==> src/hdl/assert_macros.svh <==
// assertion macros shared by the rtl
`ifndef ASSERT_MACROS_SVH
`define ASSERT_MACROS_SVH
`ifndef ASSERT_OFF
`define ASSERT_IMP(lbl, clk, rstn, ante, cons) \
  lbl: assert property (@(posedge clk) disable iff (!(rstn)) (ante) |-> (cons)) \
    else $error("assertion failed");
`define ASSERT_NEXT(lbl, clk, rstn, ante, cons) \
  lbl: assert property (@(posedge clk) disable iff (!(rstn)) (ante) |=> (cons)) \
    else $error("assertion failed");
`else
`define ASSERT_IMP(lbl, clk, rstn, ante, cons)
`define ASSERT_NEXT(lbl, clk, rstn, ante, cons)
`endif
`endif

==> src/hdl/adx_div.sv <==
// bit-serial restoring divider, one quotient bit per cycle
module adx_div #(
  parameter int unsigned DIV_W  = 87,
  parameter int unsigned DEN_W  = 64,
  parameter int unsigned STEP_W = 7
) (
  input  logic              clk,
  input  logic              rst_n,
  input  logic              start,
  input  logic [DIV_W-1:0]  dividend,
  input  logic [DEN_W-1:0]  divisor,
  input  logic [STEP_W-1:0] steps,
  output logic              done,
  output logic [DIV_W-1:0]  quotient
);
  logic              busy_r, done_r;
  logic [STEP_W-1:0] cnt_r;
  logic [DIV_W-1:0]  dvd_r, q_r;
  logic [DEN_W-1:0]  den_r, rem_r;
  logic [DEN_W:0]    rem_sh;
  logic              ge;

  // dividend is left aligned, its msb enters the remainder each step
  assign rem_sh = {rem_r, dvd_r[DIV_W-1]};
  assign ge     = rem_sh >= {1'b0, den_r};

  always_ff @(posedge clk) begin
    if (!rst_n) begin
      busy_r <= 1'b0;
      done_r <= 1'b0;
      cnt_r  <= '0;
    end else begin
      done_r <= 1'b0;
      if (start) begin
        busy_r <= 1'b1;
        cnt_r  <= steps;
      end else if (busy_r) begin
        cnt_r <= cnt_r - STEP_W'(1);
        if (cnt_r == STEP_W'(1)) begin
          busy_r <= 1'b0;
          done_r <= 1'b1;
        end
      end
    end
  end

  always_ff @(posedge clk) begin
    if (start) begin
      dvd_r <= dividend;
      den_r <= divisor;
      rem_r <= '0;
      q_r   <= '0;
    end else if (busy_r) begin
      dvd_r <= {dvd_r[DIV_W-2:0], 1'b0};
      rem_r <= ge ? DEN_W'(rem_sh - {1'b0, den_r}) : rem_sh[DEN_W-1:0];
      q_r   <= {q_r[DIV_W-2:0], ge};
    end
  end

  assign done     = done_r;
  assign quotient = q_r;

`include "assert_macros.svh"
  `ASSERT_IMP(a_start_idle, clk, rst_n, start, !busy_r)
  `ASSERT_NEXT(a_last_step, clk, rst_n, busy_r && !start && cnt_r == STEP_W'(1), done_r && !busy_r)
  `ASSERT_NEXT(a_done_pulse, clk, rst_n, done_r, !done_r)
endmodule

==> config.mk <==
export PLATFORM = sky130hd
export DESIGN_NAME = adx_div
export DESIGN_NICKNAME = d
export VERILOG_FILES = /design/src/hdl/adx_div.sv
export VERILOG_INCLUDE_DIRS = /design/src /design/src/hdl
export SDC_FILE = /design/constraint.sdc
export NUM_CORES = 1
export LEC_CHECK = 0
export ABC_AREA = 1
export BUFFER_PORTS_ARGS = -buffer_cell sky130_fd_sc_hd__buf_2
export CAP_MARGIN = 20
export CORE_MARGIN = 2
export CORE_UTILIZATION = 40
export CTS_CLUSTER_DIAMETER = 50
export DETAILED_ROUTE_END_ITERATION = 12
export GPL_TIMING_DRIVEN = 0
export HOLD_SLACK_MARGIN = 0.1
export PLACE_DENSITY = 0.59
export SLEW_MARGIN = 20
export SYNTH_ARGS = -nofsm -noshare
export SYNTH_HDL_FRONTEND = slang
export SYNTH_SLANG_ARGS = --single-unit
==> constraint.sdc <==
create_clock -name clk -period 4.7 [get_ports clk]
set_input_delay 0.705 -clock clk [delete_from_list [all_inputs] [get_ports clk]]
set_output_delay 0.705 -clock clk [all_outputs]
set_load 0.01 [all_outputs]
* Word level (Yosys, flattened, before mapping)
Cells that the tools add are included.
** Word-level totals
- Output and inout port bits :: 88
- Flip-flop bits (word level) :: 311
- Logic and storage cells :: 24
- Input bits :: 161
** Operators by class
- Magnitude comparators :: 1
- Bitwise gates (word level) :: 2
- Muxes and demuxes :: 9
- Eq/ne operators :: 1
- Reductions and logical operators :: 2
- Add/sub/neg operators :: 2
** Operators by type and width (number)
- 2-to-1 mux 87 bit :: 2
- >= comparator 65 x 64 -> 1 bit :: 1
- 2-to-1 mux 64 bit :: 1
- subtractor 64 bit :: 1
- 2-to-1 mux 7 bit :: 2
- equality test 7 x 1 -> 1 bit, second input constant :: 1
- subtractor 7 x 1 -> 7 bit, second input constant :: 1
- 2-to-1 mux 1 bit :: 4
- OR reduction 3 bit :: 1
- inverter 1 bit :: 2
- nonzero test 2 bit :: 1

* Longest topological paths before layout
Gate-level depths: netlist of run 1.
- Depth after elaboration :: 4
- Gate-level depth with buffers :: 20
- Depth with buffers taken out :: 18

* Worst setup path after synthesis of run 1
Ideal clock, no wire load.
- Kind :: input to register
- Start :: input start
- End :: register dvd_r[0] (enable)
- Slack :: 0.592 ns
- Library setup time :: 0.486 ns
- Arrival :: 3.622 ns
- Required time :: 4.214 ns
- Path buffers :: 2
- Cell stages on the path :: 4
- Cells stage by stage :: clkbuf_1 > nor2_1 > inv_1 > clkbuf_1
** Between the ends
- Longest elaborated chain between the ends :: 1
** RTL lines
- start: declaration :: RTL line adx_div.sv:9 : input logic start,
- nonzero test 2 bit (no line)
- end signal: assignment :: RTL line adx_div.sv:49 : dvd_r <= dividend;
- end signal: assignment :: RTL line adx_div.sv:54 : dvd_r <= {dvd_r[DIV_W-2:0], 1'b0};
- end: declaration :: RTL line adx_div.sv:18 : logic [DIV_W-1:0] dvd_r, q_r;
Every way passes these cells.
A chain may end at the register's enable or synchronous reset.

==> results of run 1 <==
worst paths after layout:
kind | startpoint | end | cells after the start
max reg2reg | den_r[56]$_DFFE_PP_ | rem_r[36]$_SDFFE_PP0P_ | 16
min reg2reg | quotient[86]$_SDFFE_PP0P_ | quotient[86]$_SDFFE_PP0P_ | 2
min | divisor[45] | den_r[45]$_DFFE_PP_ | 1
max | start | rem_r[31]$_SDFFE_PP0P_ | 10
through the flow:
stage | std cells | worst slack (ns) | hold WS [ns] | power, mW
6_report | 3525 | 1.519 | 0.3009 | 6.758
5_1_grt | 3521 | 1.299 | 0.2786 | 7.021
4_1_cts | 3518 | 1.430 | 0.2692 | 6.839
3_5_place_dp | 3442 | 0.8463 | 0.4489 | 3.680
3_3_place_gp | 3439 | -1.886 | 0.4419 | 3.668
2_1_floorplan | 2599 | 0.5917 | 0.4428 | 3.451
per-layer routing:
layer | vias to the layer above | routed length, um | GRT usage [%]
met4 | 26 | 1569 | 7.534
met2 | 483 | 24740 | 38.71
met3 | 110 | 4311 | 6.258
met1 | 7466 | 25210 | 31.56
li1 | 8632 | - | -
met5 | - | 158 | 0
worst max-delay path, stage by stage:
cell	delay [ns]
buf_4	0.22
buf_16	0.22
clkbuf_1	0.21
inv_2	0.19
nand2_1	0.31
clkinv_1	0.26
clkbuf_1	0.66
buf_1	0.60
nand2_1	0.14
nand2_1	0.09
where the power goes:
part | switching, mW | internal (mW) | total [mW]
clock | 1.28 | 1.85 | 3.13
sequential | 0.0410 | 3.00 | 3.04
combinational | 0.388 | 0.196 | 0.585
total | 1.71 | 5.05 | 6.76
cell type report:
| type | instances | area share, % |
|---|---|---|
| Sequential cell | 311 | 36.13 |
| Clock buffer | 51 | 5.258 |
| Tap cell | 592 | 3.459 |
| Buffer | 72 | 1.700 |
| Clock inverter | 25 | 1.145 |
| Multi-Input combinational cell | 1711 | 37.22 |
| Timing Repair Buffer | 251 | 6.158 |
| Inverter | 505 | 8.851 |
| Antenna cell | 7 | 0.08179 |
state kept, by name, summed over array words and instances, names as in the netlist:
signal and flops:
busy_r 1, cnt_r 7, den_r 64, done 1, dvd_r 87, quotient 87, rem_r 64
logic make-up after synthesis:
group,Yosys count,share of synthesized area (%)
buf+inv,577,12.56
compound gates,183,5.879
xor+xnor,33,1.609
fa+ha+maj,67,4.708
flops,311,43.07
simple gates,1428,32.17
placed cells by master, fill, tap and decap left out, types with 8 or more instances in the layout:
cell type / Yosys / final
a21oi_1: 55 / 55
buf_1: 9 / 9
buf_2: 12 / 259
clkbuf_1: 42 / 47
clkbuf_16: 0 / 43
dfxtp_1: 160 / 160
edfxtp_1: 151 / 151
ha_1: 66 / 66
inv_1: 482 / 482
inv_2: 21 / 21
nand2_1: 1088 / 1088
nand2_2: 8 / 8
nand3_1: 155 / 155
nand3b_1: 16 / 16
nand4_1: 15 / 15
nor2_1: 112 / 112
nor2_2: 16 / 16
nor3_1: 8 / 8
o21ai_0: 22 / 22
o22ai_1: 85 / 85
xor2_1: 26 / 26
==> results by group, run 1 <==
Final layout
  – Multi-input gate area: ~0.008 mm^2
  – Post-layout util: between 40% and 50%
  – Area Growth Syn to Fin: 19.22%
  – Share of post-route cells with drive strength above 1: around 13%
  – Fill count: about 4600
  – Layout Nets: between 3000 and 4000
  – Register area: about 0.0077 mm^2
  – Fin area: around 0.021 mm^2

Synthesis
  – Largest area contributor in the netlist: edfxtp_1
  – Share of the synthesized area in the top cell type: roughly a quarter
  – Synth Net Count: 2827
  – Synth cell types: 39
  – Ys Warns: 0
  – EDFF count, synth: 151
  – Sequential fraction of the synthesis area: 43.07%
  – Synth Area per Inst: roughly 6.9 um^2
  – Post-synthesis cell count: 2599
  – Post-synth ARST share: 0%
  – Seq cells post-synth: 311
  – Post-synth top flop: dfxtp_1
  – Most frequent cell after synthesis: nand2_1
  – Synth cell count leaders: nand2_1 (1088), inv_1 (482), dfxtp_1 (160)
  – Ranking of synthesized cells by area: edfxtp_1 (25%), nand2_1 (23%), dfxtp_1 (18%)
  – Synth Cell Area: 0.01796 mm^2

Floorplan
  – Initial Utilization: between 40% and 50%
  – Core Box Area: roughly 0.044 mm^2
  – Die Span X: between 200 and 250 um
  – I/O pin count: 249
  – Die ar.: 0.04662 mm^2
  – Die Ht: approximately 220 um
  – Site row count: 77

Routing
  – Via count: approximately 17000
  – Detailed Routing Iterations Pass 1: 6
  – DR vias/cell: between 4 and 5
  – Total length of routed wires: ~56000 um
  – Drt drc: 0
  – Drt wl/cell: about 16 um
  – DR iter-0 viols: 1098
  – Antenna Nets Post-Route: 0

Power
  – Pleak: 11.37 nW
  – PwrDens: 315.6 mW/mm^2
  – VDD IR-drop max: between 0.2 and 0.3 mV

Critical path
  – Critical path data required time: between 5 and 6 ns
  – CP arrival: between 3 and 4 ns
  – Startpoint Class: primary input
  – Flop-to-flop setup slack: around 1.7 ns
  – Critical path type: in2reg
  – CP max FO: between 40 and 50
  – CP Capture Type: flip-flop

GRT
  – Initial antenna violation count: 21
  – Global-route wire length before repair: between 80000 and 90000 um
  – Number of global-route vias before repair: roughly 16000
  – Global Route Usage Sum: 24.03%
  – Remaining Overflow, GRT: 0
  – Largest net degree at the start of global routing: 59

Timing
  – Final Hold Fails: 0
  – Setup_tns: 0 ns
  – Worst Max-Slew Pin Slew: about 0.95 ns
  – Final setup vio count: 0
  – Clock Skew: 0.02832 ns
  – Fmax: around 0.31 GHz
  – Final critical-path share of the clock period: between 60% and 70%
  – Final Slew Violations: 0
  – RSZ-0062 raised after global routing: no
  – Min cycle time layout: around 3.2 ns
  – Worst rel slew slack: a little under two fifths

Clock network
  – Reg clk slew, reported paths: roughly 0.060 ns
  – Clk Latency, worst-skew pair: 0.58 ns
  – Hold_buf cts: 0
  – CTS Sinks: roughly 310
  – CTS tree: built
  – Clock buffer depth: 3
  – Post-cts sizing count: 0
  – Clk root buf: clkbuf_16
  – Post-CTS setup buffers: 0
  – H-tree depth: 2
  – Total CTS buffers: just over 40

Place
  – Placed inst area: 0.02003 mm^2
  – Port Buf Inserts: between 200 and 250
  – Final estimated routing congestion in global placement: 0.9785
  – DP Wirelength: 44970 um

Run status
  – Status: completed

Run
  – MaxCap Viol Count: 0

Min path
  – Worst Hold Class: in2reg
Power figures use the tool's default switching activity.
==> inputs of run 2 (changes only) <==
--- a/config.mk
+++ b/config.mk
@@ -15,7 +15,7 @@
 export DETAILED_ROUTE_END_ITERATION = 12
 export GPL_TIMING_DRIVEN = 0
 export HOLD_SLACK_MARGIN = 0.1
-export PLACE_DENSITY = 0.59
+export PLACE_DENSITY = 0.61
 export SLEW_MARGIN = 20
 export SYNTH_ARGS = -nofsm -noshare
 export SYNTH_HDL_FRONTEND = slang
==> constraint.sdc (replaced) <==
create_clock -name clk -period 2.87 [get_ports clk]
set_input_delay 0.4305 -clock clk [delete_from_list [all_inputs] [get_ports clk]]
set_output_delay 0.4305 -clock clk [all_outputs]
set_load 0.01 [all_outputs]
==> results by group, run 2 (synthesis gave the netlist of run 1 again) <==
Power
  – Switching share of power: 25.22% (was 25.34%)
  – Sequential Power Share: 44.9% (was 45.0%)
  – Pleak: 11.62 nW (was 11.37 nW)
  – VDD IR-drop max: 0.4423 mV (was 0.2644 mV)
  – Gate power share: 9.3% (was 8.7%)
  – PwrDens: 501.5 mW/mm^2 (was 315.6 mW/mm^2)
  – Pint: 8.291 mW (was 5.046 mW)
  – Clock Power Share: 45.8% (was 46.4%)
  – Net Sw Power: 2.797 mW (was 1.713 mW)

Final layout
  – Area Growth Syn to Fin: 23.08% (was 19.22%)
  – Final std cells w/o fill: 3586 (was 3525)
  – Layout Nets: 3183 (was 3121)
  – Share of post-route cells with drive strength above 1: 13.79% (was 13.40%)
  – Commonest non-fill, non-tap cell in the layout: nand2_1 (unchanged)
  – Most frequent cells in the layout: nand2_1 (1080), inv_1 (482), buf_2 (256) (was nand2_1 (1088), inv_1 (482), buf_2 (259))

Timing
  – Final setup vio count: 0 (unchanged)
  – Worst Max-Slew Pin Slew: 0.8794 ns (was 0.9481 ns)
  – Clock Skew: 0.02889 ns (was 0.02832 ns)
  – Setup_tns: 0 ns (unchanged)
  – Fmax: roughly 0.36 GHz
  – Min cycle time layout: 2.759 ns
  – Final critical-path share of the clock period: 96.13%
  – Final Hold Fails: 0 (unchanged)
  – Hold Slack: 0.1225 ns (was 0.3009 ns)
  – Final Slew Violations: 0 (unchanged)
  – Worst rel slew slack: 41.38% (was 36.79%)

Floorplan
  – I/O pin count: 249 (unchanged)
  – Initial Utilization: 40.53% (unchanged)
  – Core Box Area: 0.04432 mm^2 (unchanged)
  – Site row count: 77 (unchanged)
  – Die ar.: 0.04662 mm^2 (unchanged)
  – Die Span X: 215.9 um (unchanged)
  – Die Ht: 215.9 um (unchanged)

Clock network
  – H-tree depth: 2 (unchanged)
  – Clk Latency, worst-skew pair: 0.58 ns (about the same)
  – Clk root buf: clkbuf_16 (unchanged)
  – CTS Sinks: 311 (unchanged)
  – Reg clk slew, reported paths: 0.06 ns (about the same)
  – Total CTS buffers: 41 (unchanged)
  – Clock buffer depth: 3 (unchanged)
  – CTS tree: built (unchanged)

GRT
  – Largest net degree at the start of global routing: 97 (was 59)
  – Global-route wire length before repair: 88340 um (was 88030 um)
  – Number of global-route vias before repair: 16460 (unchanged)
  – Remaining Overflow, GRT: 0 (unchanged)
  – Global Route Usage Sum: 24.29% (was 24.03%)
  – Initial antenna violation count: 8 (was 21)

Run
  – MaxCap Viol Count: 0 (unchanged)

Critical path
  – CP max FO: 10 (was 43)
  – CP Capture Type: flip-flop (unchanged)
  – Startpoint Class: flip-flop (was primary input)
  – Critical path type: reg2reg (was in2reg)
  – Crit-path slowest cell: ha_1 (was clkbuf_1)
  – Most used cell, CP: nand2_2 (was nand2_1)
  – Critical path, cell by cell: inv_1 -> ha_1 -> nand2_1 -> nor2_1 -> nand3_1 -> nand3_2 -> nand2_2 -> nand2_2 -> nand2_2 -> nand2_2 -> nand2_4 -> nand2_4 -> buf_8 -> buf_8 -> nand3_1 -> nand3_1 -> nand2_1 (was buf_4 -> buf_16 -> clkbuf_1 -> inv_2 -> nand2_1 -> clkinv_1 -> clkbuf_1 -> buf_1 -> nand2_1 -> nand2_1)
  – CP arrival: 3.20 ns (was 3.68 ns)
  – Critical Path Max Stage Delay: 0.38 ns (was 0.66 ns)
  – Critical path data required time: 3.32 ns (was 5.19 ns)

Place
  – DP Wirelength: 45530 um (was 44970 um)
  – Final estimated routing congestion in global placement: 0.9819 (was 0.9785)
  – Cells after DPL: 3440 (was 3442)
  – Port Buf Inserts: 248 (unchanged)

Routing
  – Antenna Nets Post-Route: 0 (unchanged)
  – DR iter-0 viols: 1033 (was 1098)
  – Detailed Routing Iterations Pass 1: 8 (was 6)
  – Drt drc: 0 (unchanged)
  – Total length of routed wires: 57080 um (was 55990 um)
  – Via count: 17120 (was 16720)
  – DR vias/cell: 4.775 (was 4.742)
  – Drt wl/cell: 15.92 um (was 15.88 um)

Min path
  – Worst Hold Class: in2reg (unchanged)

Run status
  – Status: completed (unchanged)
[run 2: cell count changes in the layout (fill, tap and decap cells not counted), sizes merged]
cell	previous run	this run
clkbuf	93	101
clkinv	15	9
bufinv	2	1
dlygate4sd3	0	65
clkinvlp	2	0
buf	281	278
diode	7	6
inv	511	512
[run 2: metal layers]
layer  vias to the layer above  track usage, %  share of wire (%)
met5                         -          0.9375               0.16
met4                         8           9.658                3.9
met3                       123           5.581                7.2
met2                       516           38.93                 44
met1                      7726           31.64                 45
li1                       8749               -                  -
[run 2: path summary, 6_finish.rpt]
path                                             start                     end  slack [ns]  cells after the start
worst min register to register  rem_r[62]$_SDFFE_PP0P_  rem_r[62]$_SDFFE_PP0P_        0.47                      2
worst max register to register      den_r[2]$_DFFE_PP_  rem_r[45]$_SDFFE_PP0P_        0.11                     17
worst min-delay path                      dividend[46]     dvd_r[46]$_DFFE_PP_        0.12                      3
worst max-delay path                den_r[2]$_DFFE_PP_  rem_r[45]$_SDFFE_PP0P_        0.11                     17
[run 2: power by group through the flow]
stage | registers, mW | clock network [mW] | logic, mW
global placement | 5.07 | 0 | 0.930
CTS | 4.98 | 5.18 | 1.03
finish | 4.98 | 5.07 | 1.04
detailed placement | 5.07 | 0 | 0.950
floorplan | 5.05 | 0 | 0.596
global route | 5.00 | 5.35 | 1.17
[run 2: what timing repair did]
action                                  CTS  global route
setup buffers                             0             1
pin swaps                                 0             1
endpoints found under the setup margin   39            36
endpoints found under the hold margin    65             0
gates resized for setup                   6            31
hold buffers                             65             0
[run 2: area by class of cell]
cell class / instances / area [um^2]
repair buffers: 315 / 1922
multi-input cells: 1711 / 8070
diodes: 6 / 15.01
fillers: 4603 / 22210
flip-flops and latches: 311 / 7737
inverters: 505 / 1896
plain buffers: 70 / 375.4
well taps: 592 / 740.7
clock inverters: 17 / 176.4
clock buffers: 59 / 1176
[run 2: worst max-delay path, delay by kind of cell (launching register included)]
kind	cells	cell delay [ns]
buffers and inverters	3	0.39
DFF	1	0.32
and+or+nand+nor	13	1.54
adders and majority gates	1	0.38
[run 2: stage by stage]
| stage | power (mW) | utilization [%] | setup WS (ns) | area, um^2 |
|---|---|---|---|---|
| after floorplan | 5.648 | - | 0.4422 | 17960 |
| after global placement | 6.002 | 45.01 | -1.467 | 19950 |
| after detailed placement | 6.020 | 45.08 | -0.8447 | 19980 |
| after CTS | 11.18 | 49.63 | 0.003590 | 21990 |
| after global routing | 11.51 | 49.88 | -0.01526 | 22100 |
| final | 11.09 | 49.89 | 0.1110 | 22110 |
